==> config.mk <==
export PLATFORM = sky130hd
export DESIGN_NAME = dqr_ctrl
export DESIGN_NICKNAME = d
export VERILOG_FILES = /design/src/hw/rtl/dqr_pkg.sv /design/src/hw/rtl/dqr_ctrl.sv
export VERILOG_INCLUDE_DIRS = /design/src /design/src/hw/rtl
export SDC_FILE = /design/constraint.sdc
export NUM_CORES = 1
export LEC_CHECK = 0
export BUFFER_PORTS_ARGS = -buffer_cell sky130_fd_sc_hd__buf_2
export CAP_MARGIN = 30
export CELL_PAD_IN_SITES_DETAIL_PLACEMENT = 0
export CELL_PAD_IN_SITES_GLOBAL_PLACEMENT = 1
export CORE_UTILIZATION = 36
export DETAILED_ROUTE_END_ITERATION = 8
export GPL_TIMING_DRIVEN = 0
export PLACE_DENSITY_LB_ADDON = 0.05
export SYNTH_ARGS = -nofsm -noshare
export SYNTH_HDL_FRONTEND = slang
export SYNTH_SLANG_ARGS = --single-unit
==> constraint.sdc <==
create_clock -name clk -period 3.3 [get_ports clk]
set_input_delay 0.33 -clock clk [delete_from_list [all_inputs] [get_ports clk]]
set_output_delay 0.33 -clock clk [all_outputs]
set_load 0.05 [all_outputs]
==> src/hw/rtl/double_ended_queue_with_reverse_top_defines.svh <==
// Assertion helpers for the deque block; each expects clk and rst_n in scope.
`ifndef DOUBLE_ENDED_QUEUE_WITH_REVERSE_TOP_DEFINES_SVH
`define DOUBLE_ENDED_QUEUE_WITH_REVERSE_TOP_DEFINES_SVH

// Consequent checked in the same cycle as the antecedent.
`define DQR_ASSERT_NOW(lbl, ante, cons, msg) \
  lbl: assert property (@(posedge clk) disable iff (!rst_n) (ante) |-> (cons)) \
    else $error(msg);

// Consequent checked in the cycle after the antecedent.
`define DQR_ASSERT_NEXT(lbl, ante, cons, msg) \
  lbl: assert property (@(posedge clk) disable iff (!rst_n) (ante) |=> (cons)) \
    else $error(msg);

`endif

==> src/hw/rtl/dqr_pkg.sv <==
package dqr_pkg;

  // Ring depth and derived widths
  localparam int DEPTH = 256;
  localparam int IDX_W = (DEPTH > 1) ? $clog2(DEPTH) : 1;
  localparam int CNT_W = $clog2(DEPTH + 1);
  localparam int SUM_W = IDX_W + 1;
  localparam int DATA_W = 32;

  typedef enum logic [1:0] {
    MODE_PUSH_FRONT = 2'd0,
    MODE_PUSH_BACK  = 2'd1,
    MODE_POP_FRONT  = 2'd2,
    MODE_REVERSE    = 2'd3
  } mode_t;

  typedef struct packed {
    mode_t                     mode;
    logic signed [DATA_W-1:0]  push_value;
  } in_word_t;

  typedef struct packed {
    logic                      ok;
    logic signed [DATA_W-1:0]  popped_value;
    logic [CNT_W-1:0]          element_count;
  } out_word_t;

  // Single-port ring store access
  typedef struct packed {
    logic              wr_en;
    logic              rd_en;
    logic [IDX_W-1:0]  addr;
    logic [DATA_W-1:0] wdata;
  } mem_req_t;

  // Registered result, less the read data from the store
  typedef struct packed {
    logic              valid;
    logic              ok;
    logic              pop_sel;
    logic [CNT_W-1:0]  count;
  } res_t;

endpackage

==> src/hw/rtl/dqr_ctrl.sv <==
`include "double_ended_queue_with_reverse_top_defines.svh"

module dqr_ctrl
  import dqr_pkg::*;
(
  input  logic     clk,
  input  logic     rst_n,
  input  logic     acc,
  input  in_word_t in_word,
  output mem_req_t mem_req,
  output res_t     res
);

  logic [IDX_W-1:0] front_r, front_nxt;
  logic [CNT_W-1:0] cnt_r, cnt_nxt;
  logic             rev_r, rev_nxt;
  res_t             res_r, res_nxt;

  logic             full, empty, ok_c, pop_sel_c, at_start;
  logic [IDX_W-1:0] prev_front, next_front, end_slot, last_slot;
  logic [SUM_W-1:0] end_sum, last_sum;

  assign full  = (cnt_r == CNT_W'(DEPTH));
  assign empty = (cnt_r == '0);

  // Neighbouring slots of the physical first element
  assign prev_front = (front_r == '0) ? IDX_W'(DEPTH - 1) : front_r - 1'b1;
  assign next_front = (front_r == IDX_W'(DEPTH - 1)) ? '0 : front_r + 1'b1;

  // Slot after the physical end, and the physical last slot; both sums stay below 2*DEPTH
  assign end_sum  = SUM_W'(front_r) + SUM_W'(cnt_r);
  assign last_sum = end_sum - 1'b1;

  always_comb begin
    logic [SUM_W-1:0] e, l;
    e = (end_sum >= SUM_W'(DEPTH)) ? end_sum - SUM_W'(DEPTH) : end_sum;
    l = (last_sum >= SUM_W'(DEPTH)) ? last_sum - SUM_W'(DEPTH) : last_sum;
    end_slot  = e[IDX_W-1:0];
    last_slot = l[IDX_W-1:0];
  end

  assign at_start = (in_word.mode == MODE_PUSH_FRONT) == !rev_r;

  // Decode the request and form the store access
  always_comb begin
    front_nxt = front_r;
    cnt_nxt   = cnt_r;
    rev_nxt   = rev_r;
    ok_c      = 1'b0;
    pop_sel_c = 1'b0;
    mem_req   = '0;
    mem_req.wdata = in_word.push_value;
    if (acc) begin
      unique case (in_word.mode) inside
        MODE_PUSH_FRONT, MODE_PUSH_BACK: begin
          if (!full) begin
            ok_c          = 1'b1;
            cnt_nxt       = cnt_r + 1'b1;
            mem_req.wr_en = 1'b1;
            if (at_start) begin
              front_nxt    = prev_front;
              mem_req.addr = prev_front;
            end else begin
              mem_req.addr = end_slot;
            end
          end
        end
        MODE_POP_FRONT: begin
          if (!empty) begin
            ok_c          = 1'b1;
            pop_sel_c     = 1'b1;
            cnt_nxt       = cnt_r - 1'b1;
            mem_req.rd_en = 1'b1;
            if (!rev_r) begin
              mem_req.addr = front_r;
              front_nxt    = next_front;
            end else begin
              mem_req.addr = last_slot;
            end
          end
        end
        MODE_REVERSE: begin
          rev_nxt = ~rev_r;
          ok_c    = 1'b1;
        end
        default: begin
        end
      endcase
    end
  end

  always_comb begin
    res_nxt         = '0;
    res_nxt.valid   = acc;
    res_nxt.ok      = ok_c;
    res_nxt.pop_sel = pop_sel_c;
    res_nxt.count   = cnt_nxt;
  end

  // Advance pointers and register the result word
  always_ff @(posedge clk) begin
    if (!rst_n) begin
      front_r <= '0;
      cnt_r   <= '0;
      rev_r   <= 1'b0;
      res_r   <= '0;
    end else begin
      front_r <= front_nxt;
      cnt_r   <= cnt_nxt;
      rev_r   <= rev_nxt;
      res_r   <= res_nxt;
    end
  end

  assign res = res_r;

  `DQR_ASSERT_NOW(a_count_bound, 1'b1, cnt_r <= CNT_W'(DEPTH), "count above depth")
  `DQR_ASSERT_NEXT(a_push_count, acc && mem_req.wr_en, cnt_r == $past(cnt_r) + 1'b1,
                   "push did not add one word")
  `DQR_ASSERT_NEXT(a_fail_hold, acc && !ok_c, $stable(front_r) && $stable(cnt_r),
                   "failed request changed the queue")
  `DQR_ASSERT_NEXT(a_result_follows, acc, res_r.valid && (res_r.count == cnt_r),
                   "result missing or count mismatch")

endmodule

==> flow_metrics.tcl, run 1 <==
set metrics [dict create \
    outcome "completed" \
    cts_sinks 21 \
    area_growth_pct 21.5 \
    ys_ff_latch 21 \
    first_global_vias 2360 \
    whs_path_depth 3 \
    n_fill_cell 743 \
    clockRootBuffer "clkbuf_8" \
    max_freq_ghz 0.315 \
    r2r_start "res[0]" \
    grt_overflow 0 \
    cap_viol_max_count 0 \
    crit_path_start_kind "flop" \
    drive_above_1_share_pct 31.2 \
    synth_edf_count 0 \
    cts_hold_buf 0 \
    vias 2632 \
    worst_slack_ns 0.129 \
    dp_hpwl_um 5850 \
    io_buffer_count 57 \
    cp-end-kind "output port" \
    worstSetupStartpoint "front_r[0]" \
    synthArstFlopShare_pct 0 \
    grt_pass1_wl_um 11900 \
    yosys_warnings 0 \
    fin_worst_skew_ns 0.00390 \
    cp_slowest_cell "fa_2" \
    grt_antenna_before_repair 0 \
    path_depth 11 \
    grt_usage_pct 19.8 \
    ir_drop_mv 0.181 \
    ys.flop_type "dfxtp_1" \
    rows 30 \
    min_path_type "in -> reg" \
    syn-num-nets 406 \
    hp-start "acc" \
    ys_seq_area_share_pct 16.1 \
    cts_tree "yes" \
    drtIter0Drc 118 \
    power_leakage_nw 1.47 \
    netlist_area_um2 2620 \
    syn_area_per_cell_um2 7.50 \
    setup_violations 0 \
    rsz0062_at_grt "true" \
    path_class "reg -> out" \
    max_slew_margin_pct 51.5 \
    ant_nets 0 \
    gp_congestion 0.807 \
    seq_area_um2 433 \
    cp_data_required_time_ns 2.97 \
    die-area_um2 7620 \
    crit_path_end "mem_req[39]" \
    first_pass_iters 4 \
    fin_crit_sh_pct 96.1 \
    post-route-min-period_ns 3.17 \
    crit_family "adder cells" \
    numCtsBuffers 3 \
    core-area_um2 6910 \
    htreeDepth 1 \
    mostFrequentLayoutCell "buf_2" \
    r2r_slack_ns 1.09 \
    final_cell_mix "buf_2, nor2_1, buf_4, nand2_1, o21ai_0" \
    die_y_um 87.3 \
    drt-wirelength-per-cell_um 14.4 \
    critPathBufInv 2 \
    cpPeakStageDelay_ns 0.59 \
    slew_viol_final 0 \
    r2r_end "res[8]" \
    multi_input_area_um2 1900 \
    reg2reg_depth 10 \
    final_util_pct 46.1 \
    nNetsFinal 472 \
    crit_chain "ha_4, inv_2, fa_2, nor2b_4, nand3_2, mux2_4, nor4b_4, xor2_1, a21o_1, a21oi_2, buf_6" \
    clkSlewWorstSetupHoldPaths_ns 0.08 \
    hold_viol_final 0 \
    vias_per_cell 5.16 \
    die_width_um 87.3 \
    num_antenna_cells 0 \
    clock_path_buffers 2 \
    grt_max_degree 17 \
    drt-total-wl_um 7340 \
    initial_utilization_pct 37.9 \
    power_density_nw_per_um2 432 \
    syn_inst 349 \
    yosysUniqueCellTypes 63 \
    io_pins 91 \
    worst_slew_pin_slew_ns 0.728 \
    critPathMaxFanout 3 \
    drc 0 \
    worstPathArrival_ns 2.84 \
    dpl_worst_slack_ns 0.0305 \
    clock_latency_ns 0.26 \
]
-- worst min path at each step --
stage / endpoint / slack [ns]
floorplan: res[11] / 0.45
global placement: res[6] / 0.57
detailed placement: res[6] / 0.57
CTS: res[10] / 0.37
global route: res[10] / 0.39
finish: res[10] / 0.38
-- cells in the mapped netlist, types with 6 or more instances --
cell / count / area share [%]
clkbuf_1: 11 / 1.6
nand3_1: 12 / 2.3
o211ai_1: 9 / 2.6
mux2i_1: 6 / 2.3
dfxtp_1: 21 / 16
ha_1: 18 / 8.6
buf_4: 32 / 9.2
xnor2_1: 17 / 5.7
nand2_1: 30 / 4.3
o21ai_0: 18 / 3.4
nor2b_1: 12 / 2.9
a21oi_1: 18 / 3.4
nor2_1: 37 / 5.3
inv_1: 14 / 2.0
-- registers in the layout, indices dropped and copies added, names as in the netlist --
signal / count
rev_r: 1
front_r: 8
res: 12
-- stage by stage --
stage               area [µm²]  setup TNS, ns  std cells  hold slack [ns]  power, mW
detailed placement        3040              0        502            0.571       1.16
global route              3180        -0.0183        510            0.389       1.48
floorplan                 2630        -0.0547        349            0.453      0.988
global placement          3040              0        502            0.567       1.16
finish                    3180              0        510            0.379       1.38
CTS                       3110              0        506            0.372       1.35
-- report_power, final --
part | switching [mW] | internal, mW | leakage (nW)
Sequential | 0.0353 | 0.280 | 0.174
Combinational | 0.551 | 0.336 | 1.27
Clock | 0.0866 | 0.0860 | 0.0228
Total | 0.673 | 0.702 | 1.47
-- worst reg2reg max path: stages, from the launching register on --
cell       delay, ns
dfxtp_4         0.38
buf_4           0.12
inv_1           0.07
fa_1            0.45
nor2b_1         0.12
o21ai_0         0.11
a21boi_0        0.36
o31ai_1         0.15
o2bb2ai_1       0.17
o21bai_1        0.16
nand2_1         0.06
-- what timing repair did --
action,CTS,global route
setup endpoints to repair,4,4
gates resized for setup,8,12
pin swaps,0,6
setup buffers,0,4
-- kinds of logic (layout without fill, tap and decap cells) --
logic type      after synthesis  after routing  share of synthesized area (%)
compound gates               90             90                           24.2
xor+xnor                     23             23                           8.27
simple gates                126            126                           24.6
buf+inv                      61            126                           13.5
mux                           8              8                           3.15
fa+ha+maj                    20             20                           10.1
flops                        21             21                           16.1
-- layout make-up --
cell class / count / area share, %
repair buffers: 61 / 10.2
inverters: 14 / 1.65
well taps: 96 / 3.78
clock buffers: 4 / 1.42
flip-flops and latches: 21 / 13.6
plain buffers: 47 / 9.48
multi-input cells: 267 / 59.9
-- metal layers --
layer | vias to the layer above | routed length, µm | global-route usage (%)
met4 | 0 | 63 | 4.32
met2 | 65 | 3420 | 33.7
met5 | - | 0 | 0
li1 | 1339 | - | -
met1 | 1223 | 3620 | 27.1
met3 | 5 | 247 | 1.61
No activity file was read; power rests on OpenSTA's default activity.
==> run 2: changes to the inputs <==
CAP_MARGIN = 40   (was 30)
CELL_PAD_IN_SITES_DETAIL_PLACEMENT = default   (was 0)
CELL_PAD_IN_SITES_GLOBAL_PLACEMENT = default   (was 1)
CORE_UTILIZATION = 50   (was 36)
==> flow_metrics.tcl, run 2 (synthesis results as in run 1) <==
set metrics [dict create \
    largest_reg_flops 12 \
    die-area_um2 5530 \
    drive_above_1_share_pct 31.4 \
    fin_worst_skew_ns 0.00387 \
    grt_overflow 0 \
    first_global_vias 2257 \
    hold-path-endpoint "res[11]" \
    die_y_um 74.4 \
    critPathMaxFanout 3 \
    worst_slew_pin_slew_ns 0.725 \
    post-route-min-period_ns 3.16 \
    whs_path_depth 3 \
    gp_congestion 0.937 \
    dp_hpwl_um 5340 \
    grt_pass1_wl_um 10500 \
    outcome "completed" \
    r2r_slack_ns 1.14 \
    hp-start "acc" \
    rows 25 \
    clockPowerShare_pct 12.9 \
    grt_usage_pct 24.6 \
    clock_path_buffers 2 \
    vias_per_cell 5.59 \
    area_growth_pct 19.9 \
    clockRootBuffer "clkbuf_8" \
    final_cell_mix "buf_2, buf_4, nor2_1, nand2_1, o21ai_0" \
    swShare_pct 48.7 \
    io_pins 91 \
    seqPwrFrac_pct 22.7 \
    nNetsFinal 475 \
    grt_antenna_before_repair 0 \
    ir_drop_mv 0.245 \
    r2r_end "front_r[5]" \
    cts_hold_buf 0 \
    setup_violations 0 \
    initial_utilization_pct 53.6 \
    clkSlewWorstSetupHoldPaths_ns 0.08 \
    fin_hold_ws_ns 0.408 \
    worstPathArrival_ns 2.83 \
    num_antenna_cells 0 \
    internal-power_uw 707 \
    cap_viol_max_count 0 \
    fin_crit_sh_pct 95.8 \
    max_freq_ghz 0.316 \
    r2r_start "front_r[0]" \
    max_slew_margin_pct 51.7 \
    reg2reg_depth 9 \
    grt_max_degree 17 \
    rsz0062_at_grt "false" \
    cts_tree "yes" \
    min_path_type "in -> reg" \
    power_leakage_nw 1.47 \
    cp-end-kind "output port" \
    ant_nets 0 \
    power_switching_uw 672 \
    cts_sinks 21 \
    power_density_nw_per_um2 439 \
    drt-wirelength-per-cell_um 14.2 \
    io_buffer_count 57 \
    clock_latency_ns 0.27 \
    combPwrFrac_pct 64.5 \
    die_width_um 74.4 \
    drt-total-wl_um 6860 \
    first_pass_iters 4 \
    numCtsBuffers 3 \
    path_class "reg -> out" \
    drtIter0Drc 212 \
    drc 0 \
    hold_viol_final 0 \
    vias 2705 \
    htreeDepth 1 \
    mostFrequentLayoutCell "buf_2" \
    setup_tns_ns 0 \
    core-area_um2 4880 \
    slew_viol_final 0 \
    cp_data_required_time_ns 2.97 \
    crit_path_start_kind "flop" \
]
[run 2: layout make-up]
class                      instances  area, µm²
timing repair buffer              64        347
tap                               67       83.8
inverter                          14       52.6
clock buffer                       4       45.0
sequential                        21        430
buffer                            47        302
fill                             460       1740
multi-input combinational        267       1880
[run 2: how the worst max path moves through the flow]
| stage | start | to | slack [ns] | depth (start not counted) |
|---|---|---|---|---|
| detailed placement | front_r[1] | mem_req[39] | 0.07 | 10 |
| global route | res[0] | mem_req[39] | 0.04 | 11 |
| global placement | front_r[1] | mem_req[39] | 0.11 | 10 |
| floorplan | res[0] | mem_req[39] | -0.05 | 10 |
| finish | res[0] | mem_req[39] | 0.14 | 11 |
| CTS | res[0] | mem_req[39] | 0.03 | 11 |
[run 2: repair_timing]
item                                    in CTS  in global routing
resized for setup                            6                  9
endpoints found under the setup margin       4                  4
buffers inserted                             2                  5
pin swaps                                    1                  3
cloned                                       0                  0
[run 2: power groups by stage]
stage	clock network [mW]	registers, mW	logic, mW
final	0.177	0.313	0.889
after global routing	0.189	0.316	0.967
after CTS	0.180	0.313	0.847
after detailed placement	0	0.318	0.831
after global placement	0	0.318	0.822
after floorplan	0	0.352	0.636
[run 2: critical path: stages, from the launching register on]
cell	delay (ns)
dfxtp_4	0.37
ha_2	0.19
inv_1	0.06
fa_2	0.55
nor2b_4	0.17
nand3_1	0.09
mux2_2	0.31
nor4b_4	0.22
xor2_1	0.10
a21o_1	0.19
a21oi_2	0.14
buf_6	0.18
[run 2: per-stage QoR]
stage	instances	util [%]	worst slack (ns)	area, µm²	total power [mW]
detailed placement	473	61.5	0.0742	3000	1.15
global placement	473	61.5	0.111	3000	1.14
global route	484	64.3	0.0373	3140	1.47
floorplan	349	-	-0.0547	2630	0.988
finish	484	64.3	0.138	3140	1.38
CTS	479	63.0	0.0342	3070	1.34
[run 2: per-layer routing]
layer	track usage, %	share of wire (%)
met1	35.1	44
met2	39.1	46
met3	2.03	8.2
met4	8.18	1.6
met5	0	0
